<file path="config.mk">
export PLATFORM = sky130hd
export DESIGN_NAME = ugbt_div
export DESIGN_NICKNAME = d
export VERILOG_FILES = /design/src/design/ugbt_pkg.sv /design/src/design/ugbt_div.sv
export SDC_FILE = /design/constraint.sdc
export NUM_CORES = 1
export LEC_CHECK = 0
export BUFFER_PORTS_ARGS = -buffer_cell sky130_fd_sc_hd__clkbuf_2
export CORE_ASPECT_RATIO = 1.75
export CORE_MARGIN = 10
export CORE_UTILIZATION = 60
export CTS_CLUSTER_DIAMETER = 120
export DETAILED_ROUTE_END_ITERATION = 8
export PLACE_DENSITY = 0.83
export SLEW_MARGIN = 10
export SYNTH_ARGS = -nofsm -noshare
export SYNTH_HDL_FRONTEND = slang
export SYNTH_SLANG_ARGS = --single-unit
</file>
<file path="constraint.sdc">
create_clock -name clk -period 6.55 [get_ports clk]
set_clock_uncertainty 0.1 [all_clocks]
set_input_delay 0 -clock clk [delete_from_list [all_inputs] [get_ports clk]]
set_output_delay 0 -clock clk [all_outputs]
set_load 0.01 [all_outputs]
</file>
<file path="src/design/ugbt_pkg.sv">
// shared types, codes and defaults of the uniform grid bucket table
package ugbt_pkg;

    localparam int MAX_DEPTH_DEF = 4;
    localparam int CAPACITY_DEF  = 16;
    localparam int COORD_W       = 32;

    // result status codes
    localparam logic [1:0] ST_OK        = 2'd0;
    localparam logic [1:0] ST_FULL      = 2'd1;
    localparam logic [1:0] ST_NOT_FOUND = 2'd2;
    localparam logic [1:0] ST_OOB       = 2'd3;

    // actions
    localparam logic ACT_ADD    = 1'b0;
    localparam logic ACT_REMOVE = 1'b1;

    // configuration register indexes
    localparam logic [2:0] REG_MIN_X = 3'd0;
    localparam logic [2:0] REG_MIN_Y = 3'd1;
    localparam logic [2:0] REG_MIN_Z = 3'd2;
    localparam logic [2:0] REG_MAX_X = 3'd3;
    localparam logic [2:0] REG_MAX_Y = 3'd4;
    localparam logic [2:0] REG_MAX_Z = 3'd5;
    localparam logic [2:0] REG_DEPTH = 3'd6;

    typedef struct packed {
        logic               action;
        logic signed [31:0] pos_x;
        logic signed [31:0] pos_y;
        logic signed [31:0] pos_z;
        logic [63:0]        instance_id;
        logic [63:0]        program_id;
        logic [31:0]        instance_slot;
        logic [31:0]        index_start;
        logic [31:0]        index_count;
        logic [31:0]        vertex_start;
    } req_t;

    typedef struct packed {
        logic [1:0]  status;
        logic [11:0] cell_index;
        logic [3:0]  entry_slot;
    } rsp_t;

endpackage

</file>
<file path="src/design/ugbt_div.sv">
// shared restoring divider that turns an axis offset into a grid coordinate
module ugbt_div #(
    parameter int MAX_DEPTH = ugbt_pkg::MAX_DEPTH_DEF
) (
    input  logic                                 clk,
    input  logic                                 rst_n,
    input  logic                                 go,
    input  logic [31:0]                          num,
    input  logic [31:0]                          den,
    input  logic [$clog2(MAX_DEPTH + 1) - 1:0]   depth,
    output logic                                 done,
    output logic [MAX_DEPTH - 1:0]               coord
);

    localparam int AW = MAX_DEPTH;
    localparam int DW = $clog2(MAX_DEPTH + 1);

    logic          run_reg;
    logic          first_reg;
    logic          sat_reg;
    logic          done_reg;
    logic [DW-1:0] cnt_reg;
    logic [DW-1:0] depth_reg;
    logic [AW-1:0] q_reg;
    logic [32:0]   rem_reg;
    logic [31:0]   den_reg;

    logic          ge;
    logic [32:0]   rem_sub;
    logic [AW-1:0] last_cell;

    assign ge        = rem_reg >= {1'b0, den_reg};
    assign rem_sub   = ge ? (rem_reg - {1'b0, den_reg}) : rem_reg;
    assign last_cell = AW'((32'd1 << depth_reg) - 32'd1);

    always_ff @(posedge clk or negedge rst_n)
    begin
        if (!rst_n)
        begin
            run_reg  <= 1'b0;
            done_reg <= 1'b0;
        end
        else
        begin
            done_reg <= 1'b0;
            if (go)
            begin
                run_reg <= 1'b1;
            end
            else if (run_reg && (cnt_reg == '0))
            begin
                run_reg  <= 1'b0;
                done_reg <= 1'b1;
            end
        end
    end

    always_ff @(posedge clk)
    begin
        if (go)
        begin
            rem_reg   <= {1'b0, num};
            den_reg   <= den;
            cnt_reg   <= depth;
            depth_reg <= depth;
            first_reg <= 1'b1;
            sat_reg   <= 1'b0;
            q_reg     <= '0;
        end
        else if (run_reg)
        begin
            // first step yields the weight 2^depth bit: only set on the upper bound
            if (first_reg)
            begin
                sat_reg <= ge;
            end
            else
            begin
                q_reg <= AW'({q_reg, ge});
            end
            first_reg <= 1'b0;
            rem_reg   <= {rem_sub[31:0], 1'b0};
            cnt_reg   <= cnt_reg - DW'(1);
        end
    end

    assign done  = done_reg;
    assign coord = sat_reg ? last_cell : q_reg;

endmodule
</file>
==> run_results.csv, run 1 <==
group,metric,value,unit
clock_tree,cts_sinks,79,
status,status,"finished clean",
job,maxCapViolations,0,
cells_and_area,syn_to_final_growth,27.79,%
worst_hold_path,hp-class,"input pin to flop",
worst_setup_path,crit_path_cell_trace,"ha_1 -> a21o_1 -> a221oi_2 -> o21ai_1 -> o2111ai_2 -> nand3_2 -> a2111oi_4 -> buf_4 -> nor2_1 -> a221o_1",
cells_and_area,fillers,520,
yosys,netlist-cell-type-count,57,
sta,slew_headroom,0.2991,
worst_setup_path,cp-start-kind,"flop",
worst_setup_path,cp.arrival,4.09,ns
placement,finalWeightedCongestion,0.9123,
yosys,synth_mux_area_frac,0.02285,
clock_tree,cts_buffer_depth,2,
die,core,0.008258,mm2
sta,fmaxAchievable,243.4,MHz
die,start_util,0.6100,
drt,drtIter0Drc,302,
yosys,netlist_instances,518,
power,vdd_drop_max,0.0002758,V
yosys,synth-xor-area-share,0.03999,
placement,dpl.hpwl,9.200,mm
clock_tree,cts_max_level,3,
yosys,yosysSeqAreaShare,0.4550,
clock_tree,worst_skew_pair.late_latency,0.34,ns
worst_setup_path,path_class,"flop to flop",
drt,wl_met1,5.018,mm
sta,finalSetupTns,0,ns
yosys,ys_ff_latch,79,
yosys,ys.flop_type,"edfxtp_1",
sta,hold_viol_final,0,
yosys,ys_async_sr_fraction,0.02532,
worst_setup_path,path_max_fanout,21,
sta,min_period_over_period,0.6274,
worst_hold_path,min_from,"num[19]",
yosys,synth_simple_gate_area_share,0.1483,
worst_setup_path,required,6.53,ns
drt,top_layer,"met4",
sta,rsz0062_at_grt,"no",
die,rows,44,
yosys,synth_top_family_by_area,"compound AO/OA/AOI/OAI gates",
worst_setup_path,crit_path_end_kind,"flop",
clock_tree,cts_root_buffer,"clkbuf_16",
drt,met3_length,712,um
yosys,avgSynthCellArea,9.725,um2
sta,worst_slack,2.441,ns
power,leakage,0.002885,uW
yosys,yosysWarnings,0,
clock_tree,clk_pin_slew,0.06,ns
global_route,grt_pass1_vias,4854,
die,die_w,89.27,um
drt,drt_first_pass_iters,7,
die,fp.dieArea,0.01261,mm2
placement,post-place-ws,2.560,ns
drt,wl,14.36,mm
sta,drv_slew,0,
drt,route.vias.total,4535,
worst_setup_path,startpoint,"rem_reg[10]$_DFFE_PP_",
placement,numPortBuffers,74,
sta,setup_violations,0,
cells_and_area,largest_register_ffs,33,
worst_setup_path,slowest_stage,"a2111oi_4",
yosys,synth_top_area_cell,"edfxtp_1",
cells_and_area,layout_common_cells,"clkbuf_2 (74), edfxtp_1 (70), dlygate4sd3_1 (68)",
power,p_total,2777,uW
die,die_y,141.2,um
global_route,grt-ovfl-total,0,
yosys,synth-edff-count,70,
clock_tree,ctsHoldBuffers,68,
yosys,netlist_top_cells_area,"edfxtp_1 (42%), ha_1 (8.7%), nand2_1 (4.5%)",
cells_and_area,drive_above_1_share,0.1563,
sta,holdWs,0.02310,ns
power,p_per_area,431.4,mW/mm2
drt,final_antenna_net_count,0,
yosys,synthesis.nets,624,
global_route,grt_pass1_wl,23.25,mm
global_route,grt_max_degree,64,
drt,wl_per_cell,19.09,um
global_route,antenna_found_initial,1,
global_route,track_usage,0.2369,
die,ios,75,
cells_and_area,fin_nets,760,
yosys,mappedNetlistArea,0.005037,mm2
clock_tree,cts_resized,0,
worst_setup_path,r2r_start,"rem_reg[10]$_DFFE_PP_",
worst_setup_path,slowest_delay,0.90,ns
yosys,synth_compound_area_frac,0.1893,
drt,drc,0,
sta,worstMarginPinSlew,1.051,ns
clock_tree,cts_tree,"built",
clock_tree,cts_setup_buffers,0,
drt,via_per_inst,6.031,
drt,wl_met2,7.865,mm
cells_and_area,final_common_cell,"clkbuf_2",
yosys,synth_top_area_frac,0.4173,
yosys,synth-adder-area-share,0.09091,
clock_tree,cts_buffers,9,
sta,fin_crit,4.109,ns
[final timing paths]
kind	endpoint	slack, ns	cells after the start
worst max-delay path	rem_reg[20]$_DFFE_PP_	2.44	10
worst min-delay path	rem_reg[19]$_DFFE_PP_	0.02	3
max in group asynchronous	done$_DFF_PN0_	5.77	3
worst max register to register	rem_reg[20]$_DFFE_PP_	2.44	10
min in group asynchronous	run_reg$_DFFE_PN0P_	0.45	3
worst min register to register	done$_DFF_PN0_	0.40	1
[critical path, delay by kind of cell, from the launching register on]
kind / cells / cell delay, ns
buffers and inverters: 1 / 0.41
flip-flops: 1 / 0.40
adder cells (fa/ha/maj): 1 / 0.38
AND/OR/NAND/NOR: 2 / 0.30
AO/OA/AOI/OAI: 6 / 2.24
[area by class of cell]
type                       count  area (um2)  share of cell area
clock buffer                  12       236.5             0.03673
clock inverter                 4       70.07             0.01088
sequential                    79        2292              0.3561
tap                           92       115.1             0.01788
inverter                      44       165.2             0.02566
multi-input combinational    374        2475              0.3845
antenna                        1       2.502           0.0003887
timing repair buffer         146        1081              0.1679
[routing by layer]
metal	vias up	global-route usage
li1	2173	-
met1	2125	0.2339
met2	179	0.4284
met3	58	0.05597
met4	0	0.1322
met5	-	0
[cells by family after synthesis]
family          Yosys count
compound gates          140
xor+xnor                 23
fa+ha+maj                36
buf+inv                  65
flops                    79
mux                      11
simple gates            164
[synth_stat cells, types with 2 or more instances]
cell type	count
nand2_1	61
o21a_1	5
or3_1	6
inv_1	43
a311oi_1	2
mux2i_1	7
o21ai_0	23
a211o_1	3
o211ai_1	3
and4_1	2
and3_1	7
mux2_2	4
a2111o_1	2
a211oi_1	2
a2bb2oi_1	3
nor3_1	9
dfrtp_1	2
xnor2_1	13
a21oi_1	30
nand2b_1	5
a21boi_0	4
a31oi_1	29
xor2_1	10
edfxtp_1	70
buf_2	3
buf_6	3
and2_1	3
a2111oi_0	2
nor2_1	46
a21o_1	17
or2_2	3
nand3_1	9
a221o_1	2
nand4_1	8
dfxtp_1	7
nor2b_1	2
clkbuf_1	14
ha_1	35
[per-stage QoR]
stage	utilization	cell area, um2	instances
finish	0.7795	6437	752
global route	0.7795	6437	752
CTS	0.7792	6435	751
detailed placement	0.6597	5448	667
global placement	0.6597	5448	667
floorplan	-	5037	518
[report_power, final]
part	switching [uW]	internal [uW]	total, uW
Clock	198	333	531
Combinational	854	584	1440
Sequential	87.0	721	808
Note: power is estimated with default switching activity, not from simulation.
==> run 2, diff against run 1 <==
- ABC_AREA: default -> 1
- PLACE_DENSITY: 0.83 -> 0.82
- clock period: 6.55 -> 3.8 ns (I/O delays scaled with it)
==> run 2 against run 1 <==
Maximum frequency up 39%. Power is 96% higher. Sequential cell count is the same. Global-route usage is 0.26 points higher. Final cell count grew 52%. Via count is 29% higher. Design area is 17% higher. Largest cell class unchanged.
==> run_results.csv, run 2 <==
group,metric,value,unit
cells_and_area,finish.utilization,0.7611,
power,vdd_drop_max,0.0005756,V
sta,setup_violations,0,
power,p_per_area,722.1,mW/mm2
worst_setup_path,crit_path_end_kind,"flop",
clock_tree,cts_tree,"built",
worst_setup_path,cp-start-kind,"flop",
power,switching_power,2528,uW
worst_hold_path,hp-class,"input pin to flop",
sta,fin_crit,2.953,ns
yosys,ys_async_sr_fraction,0.02532,
power,pwr-share-clk,0.166,
yosys,ys.flop_type,"edfxtp_1",
clock_tree,cts_sinks,79,
sta,worst_slack,0.8466,ns
yosys,synth_top_area_cell,"edfxtp_1",
drt,wl_per_cell,14.98,um
sta,hold_viol_final,0,
die,rows,48,
sta,fmaxAchievable,338.6,MHz
worst_setup_path,path_max_fanout,19,
power,p_total,5446,uW
worst_hold_path,hold_end,"run_reg$_DFFE_PN0P_",
yosys,netlist_instances,871,
status,status,"finished clean",
yosys,mappedNetlistArea,0.006107,mm2
die,fp.dieArea,0.01477,mm2
global_route,grt_pass1_vias,6175,
cells_and_area,fillers,788,
yosys,ys_ff_latch,79,
cells_and_area,layout_common_cells,"nand2_1 (354), inv_1 (158), clkbuf_2 (74)",
global_route,grt_max_degree,78,
sta,slew_headroom,0.4221,
clock_tree,cts_max_level,3,
worst_setup_path,r2r_start,"rem_reg[27]$_DFFE_PP_",
die,die_w,96.27,um
sta,finalSetupTns,0,ns
drt,drt_first_pass_iters,5,
drt,final_antenna_net_count,0,
yosys,synthesis.nets,977,
job,maxCapViolations,0,
yosys,synth-edff-count,70,
power,pwr-share-seq,0.252,
power,switching_share,0.4641,
worst_hold_path,min_from,"go",
clock_tree,cts_buffer_depth,2,
drt,drtIter0Drc,281,
drt,route.vias.total,5857,
sta,min_period_over_period,0.7772,
cells_and_area,syn_to_final_growth,23.50,%
placement,numPortBuffers,74,
worst_setup_path,path_class,"flop to flop",
worst_setup_path,reg2reg_slack,0.85,ns
yosys,yosysMostFrequentCell,"nand2_1",
placement,post-place-ws,0.9265,ns
yosys,yosysWarnings,0,
global_route,track_usage,0.2395,
global_route,grt_pass1_wl,28.30,mm
drt,wl,17.10,mm
clock_tree,worst_skew_pair.late_latency,0.35,ns
yosys,netlist_top_cells_area,"edfxtp_1 (34%), nand2_1 (22%), inv_1 (9.7%)",
worst_setup_path,required,3.80,ns
drt,via_per_inst,5.129,
yosys,avgSynthCellArea,7.012,um2
power,p_comb_frac,0.582,
cells_and_area,fin_nets,1118,
cells_and_area,final_common_cell,"nand2_1",
power,leakage,0.004040,uW
die,ios,75,
clock_tree,cts_root_buffer,"clkbuf_16",
yosys,yosysSeqAreaShare,0.3753,
sta,worstMarginPinSlew,0.8669,ns
power,p_int,2919,uW
cells_and_area,drive_above_1_share,0.1062,
die,start_util,0.6163,
die,core,0.009910,mm2
yosys,ys_top_cells_by_count,"nand2_1 (354), inv_1 (158), edfxtp_1 (70)",
yosys,netlist-cell-type-count,33,
worst_hold_path,whs_path_depth,3,
placement,finalWeightedCongestion,1.013,
clock_tree,cts_buffers,9,
placement,dpl.hpwl,12.13,mm
yosys,synth_top_area_frac,0.3442,
sta,drv_slew,0,
sta,rsz0062_at_grt,"no",
global_route,grt-ovfl-total,0,
global_route,antenna_found_initial,0,
sta,holdWs,0.2386,ns
die,die_y,153.5,um
worst_setup_path,ff2ff_path_depth,12,
worst_setup_path,reg2reg_to,"rem_reg[10]$_DFFE_PP_",
cells_and_area,n_antenna_cell,0,
worst_setup_path,cp.arrival,2.95,ns
clock_tree,clk_pin_slew,0.07,ns
drt,drc,0,
cells_and_area,largest_register_ffs,33,
-- run 2: cell types whose count changed in the layout (fill, tap and decap cells not counted), sizes merged, moves of 6 or more --
cell | before | now
nand2 | 61 | 358
nand3b | 0 | 41
inv | 43 | 163
a31oi | 29 | 0
and3 | 7 | 1
or3 | 6 | 0
a21o | 17 | 2
nand3 | 10 | 58
xor2 | 10 | 1
mux2i | 7 | 0
o21ai | 24 | 12
-- run 2: final cells by class --
class,instances,area (um2),area share
clock buffers,9,225.2,0.02986
repair buffers,149,1106,0.1466
clock inverters,7,77.57,0.01029
inverters,160,600.6,0.07963
flip-flops and latches,79,2292,0.3039
multi-input cells,613,3084,0.4089
well taps,125,156.4,0.02074
-- run 2: kinds of logic (layout without fill, tap and decap cells) --
| family | Yosys count | count (layout) | synth area share |
|---|---|---|---|
| xor+xnor | 17 | 17 | 0.02438 |
| flops | 79 | 79 | 0.3753 |
| buf+inv | 179 | 325 | 0.1196 |
| compound gates | 40 | 40 | 0.03401 |
| simple gates | 520 | 520 | 0.3716 |
| fa+ha+maj | 36 | 36 | 0.07498 |
-- run 2: repair_timing --
action,4_1_cts,5_1_grt
endpoints found under the hold margin,72,0
buffers inserted,0,0
hold buffers,69,0
resized for setup,0,0
-- run 2: power groups by stage --
stage	sequential, uW	combinational [uW]	clock (uW)
6_report	1370	3170	902
5_1_grt	1400	3580	925
4_1_cts	1370	3130	906
3_5_place_dp	1380	3040	0
3_3_place_gp	1380	3000	0
2_1_floorplan	1340	2410	0
-- run 2: critical path, stage by stage (launching register included) --
cell and delay [ns]:
edfxtp_1 0.42, ha_1 0.38, nand2_1 0.20, inv_1 0.06, nand2_1 0.06, nand2_1 0.06, a21oi_1 0.21, nand2_2 0.09
nor2_4 0.50, buf_4 0.34, nand3b_1 0.11, nand3_1 0.11, nand2_1 0.05
-- run 2: stage by stage --
stage,cell area [um2],std cells
detailed placement,6549,1057
global route,7542,1142
CTS,7542,1142
finish,7542,1142
floorplan,6107,871
global placement,6549,1057
-- run 2: worst max path at each step --
stage / to / cells after the start / start / slack [ns]
finish: rem_reg[10]$_DFFE_PP_ / 12 / rem_reg[27]$_DFFE_PP_ / 0.85
global route: rem_reg[2]$_DFFE_PP_ / 12 / rem_reg[27]$_DFFE_PP_ / 0.63
CTS: rem_reg[10]$_DFFE_PP_ / 12 / rem_reg[27]$_DFFE_PP_ / 0.90
detailed placement: rem_reg[10]$_DFFE_PP_ / 12 / rem_reg[27]$_DFFE_PP_ / 0.93
global placement: rem_reg[1]$_DFFE_PP_ / 12 / rem_reg[27]$_DFFE_PP_ / 0.97
floorplan: rem_reg[22]$_DFFE_PP_ / 12 / rem_reg[28]$_DFFE_PP_ / 1.65
-- run 2: per-layer routing --
metal	share of wire	GRT usage	wire length (um)
met1	0.37	0.2438	6343
met4	0.041	0.1157	703
met5	0	0	0
met3	0.043	0.04904	736
met2	0.54	0.4368	9319
==> run 3, diff against run 2 <==
- CORE_UTILIZATION: 60 -> 54
- PLACE_DENSITY: 0.82 -> 0.78
- clock period: 3.8 -> 2.5 ns (I/O delays scaled with it)
==> run 3 against run 2 <==
The flow now finishes with violations (setup timing). Clock-buffer cell count unchanged. Core utilization increased by 2.0 points. Combinational power up 110%. Final cell count rose by 4.8%. Via count increased by 11%. Register-to-register slack lost 0.90 ns. Critical path depth unchanged. Design area up 15%. Power increased by 91%. Critical path type unchanged. Critical endpoint is now rem_reg[13]$_DFFE_PP_.
==> run_results.csv, run 3 (synthesized netlist as in run 2, its figures left out) <==
group,metric,value,unit
cells_and_area,layout_common_cells,"nand2_1 (316), inv_1 (148), clkbuf_2 (73)",
worst_setup_path,path_max_fanout,8,
power,pwr-share-clk,0.137,
worst_setup_path,r2r_start,"rem_reg[14]$_DFFE_PP_",
clock_tree,cts_root_buffer,"clkbuf_16",
sta,min_period_over_period,1.020,
sta,slew_headroom,0.4312,
drt,drc,0,
die,ios,75,
die,start_util,0.5500,
die,die_w,100.4,um
die,rows,51,
worst_hold_path,min_from,"go",
power,switching_power,4823,uW
cells_and_area,final_cells,1197,
cells_and_area,largest_register_ffs,33,
clock_tree,cts_buffer_depth,2,
sta,finalSetupTns,-0.3283,ns
sta,fin_crit,2.550,ns
global_route,grt_pass1_vias,6101,
status,status,"complete, but fails checks",
die,fp.dieArea,0.01613,mm2
cells_and_area,n_antenna_cell,0,
drt,drt_first_pass_iters,7,
worst_setup_path,required,2.51,ns
global_route,grt-ovfl-total,0,
power,p_comb_frac,0.649,
clock_tree,cts_max_level,3,
cells_and_area,final_common_cell,"nand2_1",
clock_tree,clk_pin_slew,0.07,ns
global_route,antenna_found_initial,0,
worst_setup_path,cp-start-kind,"flop",
worst_hold_path,hp-class,"input pin to flop",
worst_setup_path,ff2ff_path_depth,12,
clock_tree,cts_tree,"built",
sta,setup_violations,18,
drt,final_antenna_net_count,0,
sta,hold_viol_final,0,
sta,worstMarginPinSlew,0.8531,ns
power,switching_share,0.4634,
cells_and_area,syn_to_final_growth,42.02,%
cells_and_area,regArea,0.002292,mm2
clock_tree,worst_skew_pair.late_latency,0.36,ns
worst_setup_path,path_class,"flop to flop",
sta,drv_slew,0,
clock_tree,cts_buffers,9,
sta,worst_slack,-0.05050,ns
sta,holdWs,0.03957,ns
placement,dp.cells,1082,
clock_tree,cts_sinks,79,
worst_setup_path,startpoint,"rem_reg[14]$_DFFE_PP_",
worst_hold_path,whs_path_depth,3,
cells_and_area,multiInputGateArea,0.003727,mm2
cells_and_area,fin_nets,1166,
drt,drtIter0Drc,583,
global_route,grt_max_degree,78,
placement,numPortBuffers,74,
sta,fmaxAchievable,392.1,MHz
placement,finalWeightedCongestion,0.9782,
power,p_per_area,1200,mW/mm2
global_route,grt_pass1_wl,28.19,mm
worst_setup_path,cp.arrival,2.56,ns
power,leakage,0.004356,uW
cells_and_area,fillers,745,
cells_and_area,drive_above_1_share,0.2394,
die,die_y,160.7,um
die,core,0.01110,mm2
power,pwr-share-seq,0.214,
global_route,track_usage,0.2176,
status,failed_checks,"setup timing",
job,maxCapViolations,0,
drt,via_per_inst,5.437,
worst_setup_path,crit_path_end_kind,"flop",
power,vdd_drop_max,0.0007544,V
power,p_int,5586,uW
placement,dpl.hpwl,12.24,mm
drt,wl,21.31,mm
drt,route.vias.total,6508,
drt,wl_per_cell,17.80,um
[run 3: final cells by class]
cell class / count / share of cell area
tap: 132 / 0.01904
clock buffer: 9 / 0.02597
multi-input combinational: 617 / 0.4297
inverter: 160 / 0.06924
clock inverter: 7 / 0.009954
timing repair buffer: 193 / 0.1818
sequential: 79 / 0.2643
[run 3: worst paths after layout]
check	end	slack, ns
min in group asynchronous	done$_DFF_PN0_	0.42
worst min-delay path	cnt_reg[0]$_DFFE_PP_	0.04
max in group asynchronous	run_reg$_DFFE_PN0P_	1.75
worst min register to register	done$_DFF_PN0_	0.38
worst max register to register	rem_reg[13]$_DFFE_PP_	-0.05
worst max-delay path	rem_reg[13]$_DFFE_PP_	-0.05
[run 3: power groups by stage]
stage / sequential (uW) / combinational, uW / clock (uW)
2_1_floorplan: 2040 / 3670 / 0
3_3_place_gp: 2110 / 4720 / 0
3_5_place_dp: 2110 / 4780 / 0
4_1_cts: 2090 / 4920 / 1430
5_1_grt: 2250 / 7290 / 1480
6_report: 2220 / 6750 / 1430
[run 3: routing by layer]
| layer | up-vias | global-route usage | part of all wire |
|---|---|---|---|
| li1 | 3106 | - | - |
| met1 | 2946 | 0.2130 | 0.34 |
| met2 | 331 | 0.4108 | 0.52 |
| met3 | 125 | 0.03179 | 0.068 |
| met4 | 0 | 0.1252 | 0.073 |
| met5 | - | 0 | 0 |
[run 3: worst max-delay path, cell delays in order (launching register included)]
cell and delay [ns]:
edfxtp_1 0.45, ha_4 0.33, nand2_1 0.14, nor2_2 0.17, nand2_1 0.08, inv_1 0.10
nand2_2 0.08, nand2_2 0.13, nand3_4 0.25, nand2_8 0.24, nand2_1 0.09, nand3_1 0.08
nand2_1 0.06
[run 3: metrics by stage]
stage                     total power [uW]  utilization  cell area (um2)  worst slack [ns]
after floorplan                       5711            -             6107            0.3493
after global placement                6832       0.6028             6693           0.02464
after detailed placement              6884       0.6028             6693          -0.02311
after CTS                             8443       0.6953             7720           0.02978
after global routing                 11020       0.7812             8673           -0.1312
final                                10410       0.7812             8673          -0.05050
[run 3: repair_timing]
action | 4_1_cts | 5_1_grt
pin swaps | 1 | 47
hold buffers | 69 | 0
setup endpoints to repair | 31 | 33
setup buffers | 0 | 20
cloned | 0 | 10
resized for setup | 5 | 112
hold endpoints to repair | 72 | 0
